`src/rtl/core/cfh_pkg.sv`:
```
// shared types, constants and the fnv-1a step for the container checker
// no dependencies; the config interface, core, verdict, top level and testbench use this package
`default_nettype none

package cfh_pkg;

  localparam int unsigned CFG_IDX_W  = 2;
  localparam int unsigned CFG_DATA_W = 32;

  // register indexes on the config channel
  localparam logic [CFG_IDX_W-1:0] CFG_EXP_VERSION = 2'd0;
  localparam logic [CFG_IDX_W-1:0] CFG_VERIFY      = 2'd1;

  // header is magic (8) + version (4) + size (8) + checksum (8)
  localparam logic [4:0] HDR_LEN  = 5'd28;
  localparam logic [4:0] HDR_LAST = 5'd27;
  localparam logic [4:0] VER_POS  = 5'd8;
  localparam logic [4:0] SIZE_POS = 5'd12;

  localparam logic [63:0] FNV_BASIS = 64'hCBF2_9CE4_8422_2325;

  // "OSGCOOK" followed by a zero byte
  localparam logic [7:0] MAGIC [8] = '{8'h4F, 8'h53, 8'h47, 8'h43,
                                       8'h4F, 8'h4F, 8'h4B, 8'h00};

  typedef enum logic [2:0] {
    ST_OK            = 3'd0,
    ST_SHORT_HDR     = 3'd1,
    ST_BAD_MAGIC     = 3'd2,
    ST_BAD_VERSION   = 3'd3,
    ST_SHORT_PAYLOAD = 3'd4,
    ST_SIZE_MISMATCH = 3'd5,
    ST_CSUM_MISMATCH = 3'd6
  } cfh_status_e;

  // file state captured on the last byte, handed to the checking stage
  typedef struct packed {
    logic        short_hdr;
    logic        magic_ok;
    logic [31:0] version;
    logic [63:0] declared_size;
    logic [63:0] stored_checksum;
    logic [63:0] hash;
    logic [63:0] plen;
  } cfh_snap_t;

  // one fnv-1a round; prime 0x100000001b3 is sparse, so shifts and adds
  function automatic logic [63:0] fnv_step(input logic [63:0] h, input logic [7:0] b);
    logic [63:0] x;
    x = h ^ {56'd0, b};
    return x + (x << 1) + (x << 4) + (x << 5) + (x << 7) + (x << 8) + (x << 40);
  endfunction

endpackage

`default_nettype wire

```
`src/rtl/core/cfh_in_if.sv`:
```
// byte stream channel: one file byte and its last-byte flag per transfer
// no dependencies
`default_nettype none

interface cfh_in_if;
  logic       valid;
  logic       ready;
  logic [7:0] byte_value;
  logic       last_byte;

  modport source (output valid, output byte_value, output last_byte, input ready);
  modport sink   (input valid, input byte_value, input last_byte, output ready);
endinterface

`default_nettype wire

```
`src/rtl/core/cfh_out_if.sv`:
```
// result channel: status, payload hash and payload length per file
// no dependencies
`default_nettype none

interface cfh_out_if;
  logic        valid;
  logic        ready;
  logic [2:0]  status;
  logic [63:0] payload_hash;
  logic [63:0] payload_length;

  modport source (output valid, output status, output payload_hash,
                  output payload_length, input ready);
  modport sink   (input valid, input status, input payload_hash,
                  input payload_length, output ready);
endinterface

`default_nettype wire

```
`src/rtl/core/cfh_cfg_if.sv`:
```
// register write channel: index and data per transfer
// depends on cfh_pkg for the index and data widths
`default_nettype none

interface cfh_cfg_if;
  logic                           valid;
  logic                           ready;
  logic [cfh_pkg::CFG_IDX_W-1:0]  index;
  logic [cfh_pkg::CFG_DATA_W-1:0] data;

  modport source (output valid, output index, output data, input ready);
  modport sink   (input valid, input index, input data, output ready);
endinterface

`default_nettype wire

```
`src/rtl/core/cfh_core.sv`:
```
// input register and per-byte state update: header capture, fnv-1a hash,
// byte and payload counters; snapshots the file state on the last byte
// depends on cfh_pkg and cfh_in_if
`default_nettype none

module cfh_core (
  input  wire logic              clk_i,
  input  wire logic              rst_ni,
  cfh_in_if.sink                 in_if,
  input  wire logic              snap_take_i,
  output logic                   snap_vld_o,
  output cfh_pkg::cfh_snap_t     snap_o
);
  import cfh_pkg::*;

  logic        in_vld_q;
  logic [7:0]  in_byte_q;
  logic        in_last_q;

  logic [63:0] count_q, count_d, count_upd;
  logic [63:0] plen_q, plen_d, plen_upd;
  logic [63:0] hash_q, hash_d, hash_upd;
  logic        magic_q, magic_d, magic_upd;
  logic [31:0] ver_q, ver_d, ver_upd;
  logic [63:0] size_q, size_d, size_upd;
  logic [63:0] csum_q, csum_d, csum_upd;

  logic        snap_vld_q;
  cfh_snap_t   snap_q;

  logic        go;
  logic [4:0]  pos_lo;
  logic        in_hdr;
  logic        count_max;
  logic [2:0]  lane;

  // a last byte waits until the snapshot slot is free
  assign go          = in_vld_q && (!in_last_q || !snap_vld_q || snap_take_i);
  assign in_if.ready = !in_vld_q || go;

  assign pos_lo    = count_q[4:0];
  assign in_hdr    = (count_q[63:5] == '0) && (pos_lo < HDR_LEN);
  assign count_max = &count_q;
  // size and checksum bytes both start at a position with low bits 100
  assign lane      = pos_lo[2:0] - 3'd4;

  always_comb begin
    count_upd = count_q;
    plen_upd  = plen_q;
    hash_upd  = hash_q;
    magic_upd = magic_q;
    ver_upd   = ver_q;
    size_upd  = size_q;
    csum_upd  = csum_q;

    if (in_hdr) begin
      if (pos_lo < VER_POS) begin
        if (in_byte_q != MAGIC[pos_lo[2:0]]) begin
          magic_upd = 1'b0;
        end
      end else if (pos_lo < SIZE_POS) begin
        ver_upd[{pos_lo[1:0], 3'b000} +: 8] = in_byte_q;
      end else if (pos_lo[4:3] == 2'b01 || pos_lo == 5'd16 || pos_lo[4:2] == 3'b100) begin
        // positions 12..19
        size_upd[{lane, 3'b000} +: 8] = in_byte_q;
      end else begin
        csum_upd[{lane, 3'b000} +: 8] = in_byte_q;
      end
    end else begin
      hash_upd = fnv_step(hash_q, in_byte_q);
      if (!count_max) begin
        plen_upd = plen_q + 64'd1;
      end
    end

    if (!count_max) begin
      count_upd = count_q + 64'd1;
    end
  end

  always_comb begin
    count_d = count_q;
    plen_d  = plen_q;
    hash_d  = hash_q;
    magic_d = magic_q;
    ver_d   = ver_q;
    size_d  = size_q;
    csum_d  = csum_q;
    if (go) begin
      if (in_last_q) begin
        count_d = '0;
        plen_d  = '0;
        hash_d  = FNV_BASIS;
        magic_d = 1'b1;
        ver_d   = '0;
        size_d  = '0;
        csum_d  = '0;
      end else begin
        count_d = count_upd;
        plen_d  = plen_upd;
        hash_d  = hash_upd;
        magic_d = magic_upd;
        ver_d   = ver_upd;
        size_d  = size_upd;
        csum_d  = csum_upd;
      end
    end
  end

  always_ff @(posedge clk_i or negedge rst_ni) begin
    if (!rst_ni) begin
      in_vld_q   <= 1'b0;
      snap_vld_q <= 1'b0;
      count_q    <= '0;
      plen_q     <= '0;
      hash_q     <= FNV_BASIS;
      magic_q    <= 1'b1;
      ver_q      <= '0;
      size_q     <= '0;
      csum_q     <= '0;
    end else begin
      if (in_if.ready) begin
        in_vld_q <= in_if.valid;
      end
      if (go && in_last_q) begin
        snap_vld_q <= 1'b1;
      end else if (snap_take_i) begin
        snap_vld_q <= 1'b0;
      end
      count_q <= count_d;
      plen_q  <= plen_d;
      hash_q  <= hash_d;
      magic_q <= magic_d;
      ver_q   <= ver_d;
      size_q  <= size_d;
      csum_q  <= csum_d;
    end
  end

  always_ff @(posedge clk_i) begin
    if (in_if.valid && in_if.ready) begin
      in_byte_q <= in_if.byte_value;
      in_last_q <= in_if.last_byte;
    end
    if (go && in_last_q) begin
      // fewer than 28 bytes unless this byte was header position 27
      snap_q.short_hdr       <= in_hdr && (pos_lo != HDR_LAST);
      snap_q.magic_ok        <= magic_upd;
      snap_q.version         <= ver_upd;
      snap_q.declared_size   <= size_upd;
      snap_q.stored_checksum <= csum_upd;
      snap_q.hash            <= hash_upd;
      snap_q.plen            <= plen_upd;
    end
  end

  assign snap_vld_o = snap_vld_q;
  assign snap_o     = snap_q;

endmodule

`default_nettype wire

```
`src/rtl/core/cfh_verdict.sv`:
```
// config registers and the status decision, with the result register
// depends on cfh_pkg, cfh_cfg_if and cfh_out_if
`default_nettype none

module cfh_verdict (
  input  wire logic              clk_i,
  input  wire logic              rst_ni,
  cfh_cfg_if.sink                cfg_if,
  input  wire logic              snap_vld_i,
  input  wire cfh_pkg::cfh_snap_t snap_i,
  output logic                   snap_take_o,
  cfh_out_if.source              out_if
);
  import cfh_pkg::*;

  logic [31:0] exp_ver_q;
  logic        verify_q;

  logic        out_vld_q;
  cfh_status_e out_status_q;
  logic [63:0] out_hash_q;
  logic [63:0] out_len_q;

  cfh_status_e status_d;
  logic        out_free;

  assign cfg_if.ready = 1'b1;

  assign out_free    = !out_vld_q || out_if.ready;
  assign snap_take_o = out_free;

  always_comb begin
    if (snap_i.short_hdr) begin
      status_d = ST_SHORT_HDR;
    end else if (!snap_i.magic_ok) begin
      status_d = ST_BAD_MAGIC;
    end else if (snap_i.version != exp_ver_q) begin
      status_d = ST_BAD_VERSION;
    end else if (snap_i.declared_size > snap_i.plen) begin
      status_d = ST_SHORT_PAYLOAD;
    end else if (snap_i.declared_size != snap_i.plen) begin
      status_d = ST_SIZE_MISMATCH;
    end else if (verify_q && (snap_i.hash != snap_i.stored_checksum)) begin
      status_d = ST_CSUM_MISMATCH;
    end else begin
      status_d = ST_OK;
    end
  end

  always_ff @(posedge clk_i or negedge rst_ni) begin
    if (!rst_ni) begin
      exp_ver_q <= '0;
      verify_q  <= 1'b1;
      out_vld_q <= 1'b0;
    end else begin
      if (cfg_if.valid) begin
        case (cfg_if.index)
          CFG_EXP_VERSION: exp_ver_q <= cfg_if.data;
          CFG_VERIFY:      verify_q  <= cfg_if.data[0];
          default: ;
        endcase
      end
      if (out_free) begin
        out_vld_q <= snap_vld_i;
      end
    end
  end

  always_ff @(posedge clk_i) begin
    if (out_free && snap_vld_i) begin
      out_status_q <= status_d;
      out_hash_q   <= snap_i.hash;
      out_len_q    <= snap_i.plen;
    end
  end

  assign out_if.valid          = out_vld_q;
  assign out_if.status         = out_status_q;
  assign out_if.payload_hash   = out_hash_q;
  assign out_if.payload_length = out_len_q;

endmodule

`default_nettype wire

```
`src/rtl/core/cooked_file_header_and_fnv_check.sv`:
```
// checked container validator, one file byte per cycle unless a result waits behind a stalled output
// a result passes the input register, the state update with snapshot and
// the status register after the last byte's transfer
// throughput: one byte per cycle while no result waits behind a stalled output
// reset: config goes to version 0 with checking on, stream state is cleared,
// and the stream state clears again after every last byte
`default_nettype none

module cooked_file_header_and_fnv_check (
  input  wire logic  clk_i,
  input  wire logic  rst_ni,
  cfh_cfg_if.sink    cfg_if,
  cfh_in_if.sink     in_if,
  cfh_out_if.source  out_if
);
  import cfh_pkg::*;

  logic      snap_vld;
  logic      snap_take;
  cfh_snap_t snap;

  cfh_core u_core (
    .clk_i       (clk_i),
    .rst_ni      (rst_ni),
    .in_if       (in_if),
    .snap_take_i (snap_take),
    .snap_vld_o  (snap_vld),
    .snap_o      (snap)
  );

  cfh_verdict u_verdict (
    .clk_i       (clk_i),
    .rst_ni      (rst_ni),
    .cfg_if      (cfg_if),
    .snap_vld_i  (snap_vld),
    .snap_i      (snap),
    .snap_take_o (snap_take),
    .out_if      (out_if)
  );

  // a short file reports an empty payload and the untouched hash
  a_short_hdr: assert property (@(posedge clk_i) disable iff (!rst_ni)
    out_if.valid && (out_if.status == ST_SHORT_HDR) |->
      (out_if.payload_length == '0) && (out_if.payload_hash == FNV_BASIS))
    else $error("short header result carries payload data");

  a_status_range: assert property (@(posedge clk_i) disable iff (!rst_ni)
    out_if.valid |-> (out_if.status <= ST_CSUM_MISMATCH))
    else $error("status code out of range");

  // input only stalls when a result is waiting behind a stalled output
  a_stall_cause: assert property (@(posedge clk_i) disable iff (!rst_ni)
    !in_if.ready |-> out_if.valid && !out_if.ready && snap_vld)
    else $error("input stalled without output backpressure");

endmodule

`default_nettype wire

```
`src/flat_wrapper.sv`:
```
// flat-port wrapper written by rule: the top's interface ports become plain ports
module cooked_file_header_and_fnv_check_flat import cfh_pkg::*;
  (clk_i, rst_ni, cfg_if_valid, cfg_if_index, cfg_if_data, cfg_if_ready, in_if_valid, in_if_byte_value, in_if_last_byte, in_if_ready, out_if_valid, out_if_status, out_if_payload_hash, out_if_payload_length, out_if_ready);
  cfh_cfg_if cfg_if_i ();
  cfh_in_if in_if_i ();
  cfh_out_if out_if_i ();
  input  wire logic clk_i;
  input  wire logic rst_ni;
  input wire logic [$bits(cfg_if_i.valid)-1:0] cfg_if_valid;
  input wire logic [$bits(cfg_if_i.index)-1:0] cfg_if_index;
  input wire logic [$bits(cfg_if_i.data)-1:0] cfg_if_data;
  output wire logic [$bits(cfg_if_i.ready)-1:0] cfg_if_ready;
  input wire logic [$bits(in_if_i.valid)-1:0] in_if_valid;
  input wire logic [$bits(in_if_i.byte_value)-1:0] in_if_byte_value;
  input wire logic [$bits(in_if_i.last_byte)-1:0] in_if_last_byte;
  output wire logic [$bits(in_if_i.ready)-1:0] in_if_ready;
  output wire logic [$bits(out_if_i.valid)-1:0] out_if_valid;
  output wire logic [$bits(out_if_i.status)-1:0] out_if_status;
  output wire logic [$bits(out_if_i.payload_hash)-1:0] out_if_payload_hash;
  output wire logic [$bits(out_if_i.payload_length)-1:0] out_if_payload_length;
  input wire logic [$bits(out_if_i.ready)-1:0] out_if_ready;
  assign cfg_if_i.valid = cfg_if_valid;
  assign cfg_if_i.index = cfg_if_index;
  assign cfg_if_i.data = cfg_if_data;
  assign cfg_if_ready = cfg_if_i.ready;
  assign in_if_i.valid = in_if_valid;
  assign in_if_i.byte_value = in_if_byte_value;
  assign in_if_i.last_byte = in_if_last_byte;
  assign in_if_ready = in_if_i.ready;
  assign out_if_valid = out_if_i.valid;
  assign out_if_status = out_if_i.status;
  assign out_if_payload_hash = out_if_i.payload_hash;
  assign out_if_payload_length = out_if_i.payload_length;
  assign out_if_i.ready = out_if_ready;
  cooked_file_header_and_fnv_check u_core (.clk_i(clk_i), .rst_ni(rst_ni), .cfg_if(cfg_if_i), .in_if(in_if_i), .out_if(out_if_i));
endmodule
```
`config.mk`:
```
export PLATFORM = sky130hd
export DESIGN_NAME = cooked_file_header_and_fnv_check_flat
export DESIGN_NICKNAME = d
export VERILOG_FILES = /design/src/rtl/core/cfh_pkg.sv /design/src/rtl/core/cfh_in_if.sv /design/src/rtl/core/cfh_out_if.sv /design/src/rtl/core/cfh_cfg_if.sv /design/src/rtl/core/cfh_core.sv /design/src/rtl/core/cfh_verdict.sv /design/src/rtl/core/cooked_file_header_and_fnv_check.sv /design/src/flat_wrapper.sv
export SDC_FILE = /design/constraint.sdc
export NUM_CORES = 2
export LEC_CHECK = 0
export BUFFER_PORTS_ARGS = -buffer_cell sky130_fd_sc_hd__buf_2
export CAP_MARGIN = 25
export CORE_MARGIN = 2
export CORE_UTILIZATION = 50
export DETAILED_ROUTE_END_ITERATION = 8
export PLACE_DENSITY = 0.67
export SYNTH_ARGS = -nofsm -noshare
export SYNTH_HDL_FRONTEND = slang
export SYNTH_SLANG_ARGS = --single-unit
```
`constraint.sdc`:
```
create_clock -name clk_i -period 13.24 [get_ports clk_i]
set_clock_uncertainty 0.15 [all_clocks]
set_input_delay 2.648 -clock clk_i [delete_from_list [all_inputs] [get_ports clk_i]]
set_output_delay 2.648 -clock clk_i [all_outputs]
set_load 0.01 [all_outputs]
```
==> results.yml <==
outcome:
  status: "finished, final reports clean"
logic_synthesis:
  ys.flop_type: "edfxtp_1"
  netlist_area_um2: 46500
  synth_cells: 4017
  ys_seq_area_share_pct: 48.8
  syn_avg_cell_area_um2: 11.6
  synth_seq_cells: 819
  synthArstFlopShare_pct: 47.5
  yosysWarnings: 0
  syn_nets: 4484
  synth_edf_count: 430
  synth_cell_types: 95
  synthTopCellsByArea: "edfxtp_1 28%, dfrtp_1 19%, fa_1 10%, ha_1 4.8%, mux2_2 4.2%"
  yosysTopAreaCellShare_pct: 27.8
  synth_top_area_cell: "edfxtp_1"
grt:
  first_global_vias: 31785
  grt_overflow: 0
  antenna_found_initial: 6
  grt_usage_pct: 26.8
  grt_first_pass_wirelength_mm: 193
  grt_max_degree: 195
route:
  via_count: 31581
  first_iter_violations: 2848
  drc: 0
  antenna_left: 0
  drt-total-wl_mm: 126
  wl_per_cell_um: 23.0
  dr.pass1.iters: 5
  viasPerCell: 5.77
worst_setup_path:
  worstRegToRegCells: 20
  critPathBufInv: 3
  r2r_start: "u_core.u_core.in_byte_q[5]$_DFFE_PP_"
  cp.arrival_ps: 7690
  r2r-end: "u_core.u_core.snap_o[122]$_DFFE_PP_"
  crit_type: "flop to flop"
  endpoint_kind: "flop"
  crit_family: "compound AO/OA/AOI/OAI gates"
  crit_top_cell: "ha_1"
  cpMaxStageDelayCell: "xor2_1"
  cp.required_ps: 13490
  crit_path_cell_trace: "xor2_1 > clkinv_1 > xnor2_1 > ha_1 > fa_1 > inv_1 > fa_1 > inv_1 > ha_1 > ha_1 > a21o_1 > o21bai_1 > a21oi_1 > a211oi_1 > o211ai_1 > nand2_1 > a31oi_1 > o21bai_1 > xor2_1 > mux2_2"
  path_max_fanout: 14
  r2r_slack_ps: 5810
  start_kind: "flop"
  cpPeakStageDelay_ps: 800
finish:
  postLayoutCoreUtil_pct: 56.4
  nets: 4623
  design_area_um2: 51800
  final_common_cell: "inv_1"
  area_growth_pct: 11.4
  layout_common_cells: "480 x inv_1, 430 x edfxtp_1, 359 x dfrtp_1"
  drive_above_1_share_pct: 14.9
clock_tree:
  cts_buffers: 88
  clkSlewWorstSetupHoldPaths_ps: 60
  clock_sinks: 819
  cts_tree: "built"
  clk_latency_ps: 670
  root_buffer: "clkbuf_16"
  cts_hold_buffers: 0
  post-cts-setup-buffers: 0
  cts_resized: 0
  htree_levels: 3
  max-clock-path-buffers: 3
worst_hold_path:
  worstHoldPathType: "flop to flop"
  hold_path_end: "u_core.u_verdict.out_if.payload_length[59]$_DFFE_PP_"
  min_from: "u_core.u_core.snap_o[59]$_DFFE_PP_"
  min_path_cells: 0
floorplanning:
  dieArea_um2: 95400
  start_util_pct: 50.6
  fp.dieH_um: 309
  rows: 111
  io_pins: 182
  core_um2: 91800
  die_w_um: 309
timing:
  slew_violations: 0
  hold_violations: 0
  fin_ws_ps: 5810
  worstMarginPinSlew_ps: 1400
  rsz0062_at_grt: "false"
  tns_ps: 0
  max_slew_margin_pct: 6.74
  fmax_mhz: 135
  fin_crit_sh_pct: 56.1
  period_minus_slack_ps: 7430
  final-setup-viol-count: 0
  whs_ps: 296
power_and_ir_drop:
  internal_power_w: 0.00464
  switching_share_pct: 27.0
  pwr-share-clk_pct: 41.5
  vdd_ir_drop_max_mv: 0.0876
  cellLeakagePower_nw: 22.5
  p_comb_share_pct: 13.8
  p_seq_share_pct: 44.6
  power.density_nw_per_um2: 123
  p_switching_w: 0.00172
placed_design:
  dpl-instance-area_um2: 48600
  port_buffers: 180
  dp_hpwl_mm: 88.8
  place_ws_ps: 5990
  place.gp.congestion: 0.923
job:
  drv_cap: 0
[power by group through the flow]
stage               Clock, W  Sequential [W]  Combinational, W
floorplan                  0         0.00289          0.000606
global placement           0         0.00289          0.000865
detailed placement         0         0.00289          0.000868
CTS                  0.00268         0.00284          0.000875
global route         0.00279         0.00285          0.000981
finish               0.00264         0.00284          0.000880
[worst register-to-register path: cells and delay by family, from the launching register on]
kind / cells / cell delay (ps)
buffers and inverters: 3 / 610
muxes: 1 / 280
DFF: 1 / 770
adders and majority gates: 5 / 1950
xor gates and xnor gates: 3 / 1220
and+or+nand+nor: 1 / 200
AOI/OAI and AO/OA: 7 / 1990
[routing by layer]
layer / global-route usage (%) / part of all wire, %
met5: 0 / 0.019
met3: 5.72 / 8.3
met1: 37.6 / 43
met4: 10.7 / 4.1
met2: 40.9 / 45
[cells in the mapped netlist (33+ instances only)]
library cell	number
ha_1	179
and3_1	45
clkbuf_1	135
a21oi_1	171
a22o_1	179
xor2_1	124
a21o_1	57
mux2_2	174
nand4_1	78
o21ai_0	210
fa_1	240
edfxtp_1	430
o31ai_1	33
inv_1	480
dfrtp_1	359
nand3_1	64
nand2_1	298
nor2_1	156
xnor2_1	173
[worst max-delay path by stage]
stage | cells past startpoint | from | to | slack [ps]
2_1_floorplan | 6 | out_if_ready | u_core.u_core.snap_o[0]$_DFFE_PP_ | 870
3_3_place_gp | 20 | u_core.u_core.in_byte_q[5]$_DFFE_PP_ | u_core.u_core.snap_o[125]$_DFFE_PP_ | 6090
3_5_place_dp | 20 | u_core.u_core.in_byte_q[5]$_DFFE_PP_ | u_core.u_core.snap_o[125]$_DFFE_PP_ | 5990
4_1_cts | 20 | u_core.u_core.in_byte_q[5]$_DFFE_PP_ | u_core.u_core.snap_o[125]$_DFFE_PP_ | 5950
5_1_grt | 21 | u_core.u_core.in_byte_q[5]$_DFFE_PP_ | u_core.u_core.snap_o[126]$_DFFE_PP_ | 5360
6_report | 20 | u_core.u_core.in_byte_q[5]$_DFFE_PP_ | u_core.u_core.snap_o[122]$_DFFE_PP_ | 5810
[cells by family (layout without fill, tap and decap cells)]
logic type	after synthesis	in the layout	share of synthesized area, %
fa+ha+maj	422	422	15.2
buf+inv	645	860	5.34
flops	819	819	48.8
mux	178	178	4.30
compound gates	768	768	10.9
simple gates	887	887	9.74
other cells	1	4	0.00807
xor+xnor	297	297	5.60
[final cells by class]
cell class | instances | area, um2
fillers | 7692 | 40000
flip-flops and latches | 819 | 22700
multi-input cells | 2553 | 21300
clock buffers | 114 | 2500
inverters | 481 | 1810
well taps | 1243 | 1560
repair buffers | 213 | 1230
clock inverters | 52 | 642
diodes | 3 | 7.51
[state kept, by name (all words and copies together), names as in the netlist, 64 cells and up]
signal and flops:
u_core.u_core.count_q 64, u_core.u_core.csum_q 64, u_core.u_core.hash_q 64, u_core.u_core.plen_q 64, u_core.u_core.size_q 64, u_core.u_core.snap_o 290
u_core.u_verdict.out_if.payload_hash 64, u_core.u_verdict.out_if.payload_length 64
[stage by stage]
| stage | std cells | total power (W) |
|---|---|---|
| finish | 5478 | 0.00636 |
| global route | 5475 | 0.00662 |
| CTS | 5472 | 0.00640 |
| detailed placement | 5306 | 0.00376 |
| global placement | 5305 | 0.00375 |
| floorplan | 4017 | 0.00350 |
Note: power is estimated with default switching activity, not from simulation.
